## config.mk

```make
export PLATFORM = sky130hd
export DESIGN_NAME = sliding_window_median
export DESIGN_NICKNAME = d
export VERILOG_FILES = /design/src/rtl/swm_pkg.sv /design/src/rtl/swm_cell.sv /design/src/rtl/sliding_window_median.sv
export SDC_FILE = /design/constraint.sdc
export NUM_CORES = 1
export LEC_CHECK = 0
export ABC_AREA = 1
export BUFFER_PORTS_ARGS = -buffer_cell sky130_fd_sc_hd__buf_2
export CAP_MARGIN = 25
export CORE_AREA = 2 2 268 270
export CTS_CLUSTER_SIZE = 10
export DETAILED_ROUTE_END_ITERATION = 7
export DIE_AREA = 0 0 270 272
export PLACE_DENSITY_LB_ADDON = 0.3
export SLEW_MARGIN = 10
export SYNTH_ARGS = -nofsm -noshare
export SYNTH_HDL_FRONTEND = slang
export SYNTH_HIERARCHICAL = 1
export SYNTH_SLANG_ARGS = --single-unit
```

## constraint.sdc

```tcl
create_clock -name clk -period 5 [get_ports clk]
set_input_delay 0.5 -clock clk [delete_from_list [all_inputs] [get_ports clk]]
set_output_delay 0.5 -clock clk [all_outputs]
set_load 0.005 [all_outputs]
```

## src/rtl/swm_pkg.sv

```systemverilog
package swm_pkg;

  localparam int SAMPLE_W       = 16;
  localparam int WINDOW_DEFAULT = 8;

  typedef logic signed [SAMPLE_W-1:0] sample_t;

  // What a ranking cell shows its neighbors.
  typedef struct packed {
    logic    present;  // cell exists at this position
    sample_t value;    // ranked value held by the cell
    logic    lt_old;   // value is below the sample leaving the window
    logic    lt_new;   // value is below the sample entering the window
  } link_t;

endpackage

```

## src/rtl/swm_cell.sv

```systemverilog
module swm_cell (
  input  logic            clk,
  input  logic            rst_n,
  input  logic            shift_en,
  input  swm_pkg::sample_t new_sample,
  input  swm_pkg::sample_t old_sample,
  input  logic            old_lt_new,
  input  swm_pkg::link_t  lower,
  input  swm_pkg::link_t  upper,
  input  swm_pkg::sample_t tap_in,
  output swm_pkg::sample_t tap_out,
  output swm_pkg::link_t  self_link,
  output swm_pkg::sample_t rank_nxt
);

  swm_pkg::sample_t tap_r;
  swm_pkg::sample_t rank_r;
  logic             lt_old;
  logic             lt_new;

  assign lt_old = rank_r < old_sample;
  assign lt_new = rank_r < new_sample;

  assign self_link.present = 1'b1;
  assign self_link.value   = rank_r;
  assign self_link.lt_old  = lt_old;
  assign self_link.lt_new  = lt_new;
  assign tap_out           = tap_r;

  // Drop the leaving value and open a slot for the entering one.
  always_comb begin
    rank_nxt = rank_r;
    if (old_lt_new) begin
      if (lt_old) begin
        rank_nxt = rank_r;
      end else if (upper.present && upper.lt_new) begin
        rank_nxt = upper.value;
      end else if (lt_new) begin
        rank_nxt = new_sample;
      end
    end else begin
      if (lt_new) begin
        rank_nxt = rank_r;
      end else if (!lower.present || lower.lt_new) begin
        rank_nxt = new_sample;
      end else if (lower.lt_old) begin
        rank_nxt = lower.value;
      end
    end
  end

  always_ff @(posedge clk) begin
    if (!rst_n) begin
      tap_r  <= '0;
      rank_r <= '0;
    end else if (shift_en) begin
      tap_r  <= tap_in;
      rank_r <= rank_nxt;
    end
  end

endmodule

```

## src/rtl/sliding_window_median.sv

```systemverilog
// The median of a sample is registered and is on out_median_value after its transfer cycle.
// Throughput: one sample per cycle unless stalled; each cell updates in its transfer cycle.
// A result waiting on out_ready stalls the input only if it is not taken that cycle.
// Reset (rst_n low, synchronous): window and ranked row cleared to zeros,
// result register empty.
module sliding_window_median #(
  parameter int WINDOW = swm_pkg::WINDOW_DEFAULT
) (
  input  logic             clk,
  input  logic             rst_n,
  input  logic             in_valid,
  output logic             in_ready,
  input  swm_pkg::sample_t in_sample,
  output logic             out_valid,
  input  logic             out_ready,
  output swm_pkg::sample_t out_median_value
);

  // Rank of the reported element: upper median for an even window.
  localparam int MID = WINDOW / 2;

  // Each cell holds one tap of the arrival-order delay line and one entry of
  // the window kept in ascending order. The last tap is the oldest sample,
  // the one that leaves the window on the next transfer.
  swm_pkg::sample_t tap_out  [WINDOW];
  swm_pkg::sample_t rank_nxt [WINDOW];
  swm_pkg::link_t   links    [WINDOW];

  swm_pkg::sample_t old_sample;
  logic             old_lt_new;
  logic             in_fire;
  logic             out_valid_r;
  swm_pkg::sample_t median_r;

  assign old_sample = tap_out[WINDOW-1];
  assign old_lt_new = old_sample < in_sample;

  // Accept while the result register is empty or being emptied this cycle.
  assign in_ready = !out_valid_r || out_ready;
  assign in_fire  = in_valid && in_ready;

  genvar gi;
  generate
    for (gi = 0; gi < WINDOW; gi++) begin : g_cell
      swm_pkg::link_t   lower_link;
      swm_pkg::link_t   upper_link;
      swm_pkg::sample_t tap_in;

      // Cells at the ends see an absent neighbor.
      if (gi == 0) begin : g_first
        assign lower_link = '0;
        assign tap_in     = in_sample;
      end else begin : g_mid_lo
        assign lower_link = links[gi-1];
        assign tap_in     = tap_out[gi-1];
      end

      if (gi == WINDOW - 1) begin : g_last
        assign upper_link = '0;
      end else begin : g_mid_hi
        assign upper_link = links[gi+1];
      end

      swm_cell u_cell (
        .clk        (clk),
        .rst_n      (rst_n),
        .shift_en   (in_fire),
        .new_sample (in_sample),
        .old_sample (old_sample),
        .old_lt_new (old_lt_new),
        .lower      (lower_link),
        .upper      (upper_link),
        .tap_in     (tap_in),
        .tap_out    (tap_out[gi]),
        .self_link  (links[gi]),
        .rank_nxt   (rank_nxt[gi])
      );
    end
  endgenerate

  // Capture the middle cell's new value as the result of this transfer.
  always_ff @(posedge clk) begin
    if (!rst_n) begin
      out_valid_r <= 1'b0;
    end else if (in_fire) begin
      out_valid_r <= 1'b1;
    end else if (out_ready) begin
      out_valid_r <= 1'b0;
    end
  end

  always_ff @(posedge clk) begin
    if (in_fire) begin
      median_r <= rank_nxt[MID];
    end
  end

  assign out_valid        = out_valid_r;
  assign out_median_value = median_r;

endmodule

```

==> results of run 1 <==
## per-stage QoR
| stage | setup slack [ns] | utilization (%) | power, mW | instances |
|---|---|---|---|---|
| floorplan | 1.35 | - | 7.50 | 4480 |
| global placement | 0.840 | 40.3 | 8.68 | 5315 |
| detailed placement | 0.812 | 40.3 | 8.75 | 5315 |
| CTS | 1.42 | 42.0 | 11.5 | 5375 |
| global route | 0.922 | 42.0 | 12.5 | 5375 |
| finish | 1.28 | 42.0 | 11.6 | 5375 |
## sequential cells by signal (all words and copies together), names as in the netlist
signal                 cells
g_cell.u_cell/rank_r     128
out_median_value          16
g_cell.u_cell/tap_out    128
out_valid                  1
## cell type report
type,instances,area [um^2]
Multi-Input combinational cell,3306,18200
Clock inverter,14,210
Tap cell,950,1190
Clock buffer,46,1000
Fill cell,7559,41000
Timing Repair Buffer,136,1090
Sequential cell,273,5630
Inverter,650,2440
## tightest hold or removal path, stage by stage
cell	delay [ns]
sky130_fd_sc_hd__buf_2	0.08
sky130_fd_sc_hd__inv_1	0.06
sky130_fd_sc_hd__a21boi_0	0.15
## per-layer routing
metal  vias up  track usage (%)  part of all wire, %
met5         -                0                    0
met2      1143             41.8                   44
met1     13200             36.0                   45
met4         0             10.2                  3.9
li1      14400                -                    -
met3       193             3.34                  7.6
## power breakdown
group	switching [mW]	internal, mW	leakage [nW]	total [mW]
Combinational	3.89	1.99	12.5	5.88
Clock	1.13	1.63	0.588	2.75
Sequential	0.481	2.48	2.29	2.96
## cells in the final DEF, fill, tap and decap left out, drive strengths merged, types with 7 or more instances in the layout
master,count
nor2,452
inv,651
a21boi,7
dfxtp,257
nor3,8
clkbuf,46
conb,49
buf,136
nand3,484
nand2,1031
clkinv,8
o21a,10
ha,255
nor4,8
o211ai,136
a21oi,438
o21ai,412
edfxtp,16
## path summary, 6_finish.rpt
path	end	slack [ns]	depth (start not counted)
worst max register to register	g_cell[5].u_cell/rank_r[12]	1.31	18
worst min register to register	g_cell[7].u_cell/tap_out[15]	0.47	2
worst max-delay path	g_cell[5].u_cell/rank_r[12]	1.28	21
worst min-delay path	out_valid	0.25	3
==> reports/results.ini, run 1 <==
[run_status]
run_status = complete, no violations

[floorplan]
placement_rows = 98
overall_die_area_um2 = 73400
die_h_um = 272
initial_utilization_pct = 38.9
coreArea_um2 = 70800
top_ports = 38
die_width_um = 270

[clock_tree]
cts_buffer_depth = 3
insertion_delay_ns = 0.61
cts_inserted_buffers = 38
cts-resized-gates = 0
clk_pin_slew_worst_paths_ns = 0.05
tritoncts_clock_tree = built
h-tree-depth = 2
holdBufCountCts = 0
cts_sinks = 273
cts_post_setup_buffers_inserted = 0
clock_root_buffer = sky130_fd_sc_hd__clkbuf_16

[sta]
timing_worst_slew_pin_value_ns = 0.942
drv_slew = 0
final.period_utilization_pct = 74.4
fin_worst_skew_ns = 0.0481
hold_slack_ns = 0.249
grt_setup_unrepaired = no
setup_tns_ns = 0
maxClockFrequency_mhz = 269
min_period_ns = 3.72
setup_violations = 0
finalHoldViolCount = 0
slew_headroom_pct = 37.1

[critical_path]
critPathSlowestCell = sky130_fd_sc_hd__buf_2
cp_num_buf_inv = 6
path_max_fanout = 42
cp_common_cell = sky130_fd_sc_hd__nand2_1
timing.critical_path.max_delay_family = simple AND/OR/NAND/NOR gates
critical_path.reg2reg.startpoint = g_cell[6].u_cell/rank_r[7]
critical_path.endpoint_type = flip-flop
cpPeakStageDelay_ns = 0.48
start_kind = primary input
critical_path_arrival_ns = 4.19
crit_path_start = in_sample[15]
req_time_crit_path_ns = 5.47
timing.setup.critical_path_class = primary input to flip-flop
crit_path_cell_trace = buf_2 -> inv_1 -> ha_1 -> nand2_1 -> inv_2 -> o21ai_2 -> nand2_1 -> nor2_2 -> nand3_4 -> nand2_8 -> inv_1 -> nand2_1 -> inv_1 -> nand2_1 -> nand2_1 -> nand2_1 -> nand2_1 -> nand3_1 -> nand3_1 -> nand2_1 -> inv_1

[global_route]
global_route.overflow_total = 0
grt.total_usage_pct = 26.2
grt_pass1_vias = 25900
largest_net_degree_at_the_start_of_global_routing = 138
grt_pass1_wl_um = 153000
antenna_violations_before_repair = 0

[logic_synthesis]
synth_cells = 4440
ys_warn_count = 6
netlist_area_um2 = 27500
syn-mean-instance-area_um2 = 6.20

[pwr]
power.density_cell_area_nw_per_um2 = 390
p_leak_nw = 15.4
power.ir.vdd_worst_mv = 0.241

[finish]
drive_gt1_share_pct = 10.9
finalInstanceArea_um2 = 29700
num_antenna_cells = 0
layout.nets = 4680
syn2layout_area_growth_pct = 7.96

[min_path]
hold_path_class = primary input to flip-flop
startpoint_of_the_most_critical_hold_path = in_valid

[route]
firstDrtPassIters = 8
drtAntennaViolNets = 0
via_count = 28900
drt_first_iter_violations = 2622
wirelength_um = 99100
number_of_vias_per_cell_after_detailed_routing = 5.39
drcViolationCount = 0
route.detailed.wl_per_inst_um = 18.4

[placed_design]
io_buffer_count = 37
detailed_place.area_um2 = 28500
post-dp-hpwl_um = 67400
place_congestion = 0.931

[job]
cap_viol_max_count = 0

Power figures use the tool's default switching activity.
==> inputs of run 2 (changes only) <==
clock period = 3.36 ns   (was 5 ns; I/O delays follow)
==> run 2 against run 1 <==
- die area stayed put
- largest power group unchanged
- flip-flop and latch count stayed put
- combinational power is 60% higher
- global-route usage is 0.47 points lower
- critical path type is now flip-flop to flip-flop
- largest cell class unchanged
- highest routed layer unchanged
==> reports/results.ini, run 2 (synthesis gave the netlist of run 1 again) <==
[global_route]
grt_pass1_wl_um = 152000  ; -0.82%
grt.total_usage_pct = 25.8  ; -0.47 points
global_route.overflow_total = 0  ; unchanged
largest_net_degree_at_the_start_of_global_routing = 109  ; -21%
grt_pass1_vias = 26200  ; +0.98%
antenna_violations_before_repair = 0  ; unchanged

[sta]
timing_worst_slew_pin_value_ns = 0.684  ; -0.258 ns
final.period_utilization_pct = 91.3
setup_tns_ns = 0  ; unchanged
finalHoldViolCount = 0  ; unchanged
layout_setup_ws_ns = 0.294  ; -0.987 ns
min_period_ns = 3.07
hold_slack_ns = 0.0886  ; -0.160 ns
setup_violations = 0  ; unchanged
drv_slew = 0  ; unchanged
slew_headroom_pct = 54.3  ; +17 points
maxClockFrequency_mhz = 326
fin_worst_skew_ns = 0.0294  ; -0.0187 ns
grt_setup_unrepaired = no

[pwr]
power.density_cell_area_nw_per_um2 = 577  ; +48%
finalPower_mw = 17.7  ; +53%
power.ir.vdd_worst_mv = 0.327  ; +36%
p_leak_nw = 16.0  ; +3.9%

[finish]
num_antenna_cells = 0  ; unchanged
layout.nets = 4774  ; +2.0%
finalInstanceArea_um2 = 30800  ; +3.5%
register_area_um2 = 5630  ; about the same
mostFrequentLayoutCell = sky130_fd_sc_hd__nand2_1
mostFrequentLayoutCells = sky130_fd_sc_hd__nand2_1, sky130_fd_sc_hd__inv_1, sky130_fd_sc_hd__nand3_1
layout.filler_cells = 7511  ; -0.64%
fin_cells = 5469  ; +1.7%
multi_input_area_um2 = 18200  ; unchanged
drive_gt1_share_pct = 12.8  ; +1.9 points
syn2layout_area_growth_pct = 11.8
fin_util_pct = 43.5  ; +1.5 points

[floorplan]
overall_die_area_um2 = 73400  ; unchanged
placement_rows = 98  ; unchanged
initial_utilization_pct = 38.9  ; unchanged
die_width_um = 270  ; unchanged
die_h_um = 272  ; unchanged
top_ports = 38  ; unchanged
coreArea_um2 = 70800  ; unchanged

[clock_tree]
h-tree-depth = 2  ; unchanged
cts_sinks = 273  ; unchanged
clk_pin_slew_worst_paths_ns = 0.05  ; about the same
holdBufCountCts = 0  ; unchanged
tritoncts_clock_tree = built
cts_inserted_buffers = 38  ; unchanged
insertion_delay_ns = 0.57  ; -0.04 ns
cts_buffer_depth = 3  ; unchanged
clock_root_buffer = sky130_fd_sc_hd__clkbuf_16

[placed_design]
place_congestion = 0.927  ; -0.49%
io_buffer_count = 37  ; unchanged
dp_worst_setup_slack_ns = 0.0727  ; -0.739 ns
detailed_place.area_um2 = 29500  ; +3.6%
dpl.cell_count = 5409  ; +1.8%
post-dp-hpwl_um = 66300  ; -1.7%

[critical_path]
path_max_fanout = 16  ; -62%
critical_path.endpoint_type = flip-flop
start_kind = flip-flop
req_time_crit_path_ns = 3.88  ; -1.59 ns
timing.setup.critical_path_class = flip-flop to flip-flop
critical_path_arrival_ns = 3.59  ; -0.60 ns

[min_path]
hold_path_class = primary input to flip-flop

[route]
route.detailed.wl_per_inst_um = 17.8  ; -3.5%
wirelength_um = 97300  ; -1.8%
firstDrtPassIters = 6  ; -2
drtAntennaViolNets = 0  ; unchanged
drcViolationCount = 0  ; unchanged
via_count = 29000  ; +0.21%
number_of_vias_per_cell_after_detailed_routing = 5.30  ; -1.5%
drt_first_iter_violations = 2650  ; +1.1%

[run_status]
run_status = complete, no violations

[job]
cap_viol_max_count = 0  ; unchanged

[run 2: worst max-delay path, cell delays in order, from the launching register on]
cell and delay (ns):
sky130_fd_sc_hd__dfxtp_1 0.61, sky130_fd_sc_hd__ha_1 0.34, sky130_fd_sc_hd__nand2_1 0.07, sky130_fd_sc_hd__inv_1 0.03, sky130_fd_sc_hd__o21ai_1 0.12, sky130_fd_sc_hd__a21oi_1 0.08, sky130_fd_sc_hd__nor2_1 0.20, sky130_fd_sc_hd__nand3_1 0.11
sky130_fd_sc_hd__nand2_1 0.11, sky130_fd_sc_hd__nand2_1 0.12, sky130_fd_sc_hd__inv_1 0.43, sky130_fd_sc_hd__nand2_1 0.25, sky130_fd_sc_hd__nand2_1 0.13, sky130_fd_sc_hd__nand2_1 0.05, sky130_fd_sc_hd__nand2_1 0.06, sky130_fd_sc_hd__nand3_1 0.10
sky130_fd_sc_hd__nand3_1 0.09, sky130_fd_sc_hd__nand2_1 0.06, sky130_fd_sc_hd__inv_1 0.05
[run 2: what timing repair did]
action | CTS | global route
buffers inserted | 0 | 0
setup endpoints to repair | 0 | 1
hold endpoints to repair | 0 | 0
gates resized for setup | 0 | 1
[run 2: final cells by class]
cell class	instances	share of cell area [%]
Clock buffer	45	3.31
Clock inverter	15	0.736
Tap cell	950	3.86
Timing Repair Buffer	230	6.87
Inverter	650	7.93
Multi-Input combinational cell	3306	59.0
Sequential cell	273	18.3
[run 2: layer usage]
metal | routed length (um) | vias up | GRT usage, %
li1 | - | 14500 | -
met1 | 43700 | 13200 | 35.8
met2 | 42600 | 1073 | 40.9
met3 | 7810 | 157 | 3.56
met4 | 3210 | 0 | 8.51
met5 | 0 | - | 0
[run 2: path summary, 6_finish.rpt]
kind,slack [ns],startpoint,cells past startpoint,to
setup / recovery,0.29,g_cell[5].u_cell/rank_r[9],18,g_cell[4].u_cell/rank_r[8]
hold / removal,0.09,out_ready,4,out_valid
setup reg to reg,0.29,g_cell[5].u_cell/rank_r[9],18,g_cell[4].u_cell/rank_r[8]
hold reg to reg,0.47,g_cell[4].u_cell/tap_out[8],2,g_cell[5].u_cell/tap_out[8]
[run 2: power by group]
part | internal, mW | switching, mW
Sequential | 3.69 | 0.468
Clock | 2.53 | 1.66
Combinational | 3.33 | 6.06
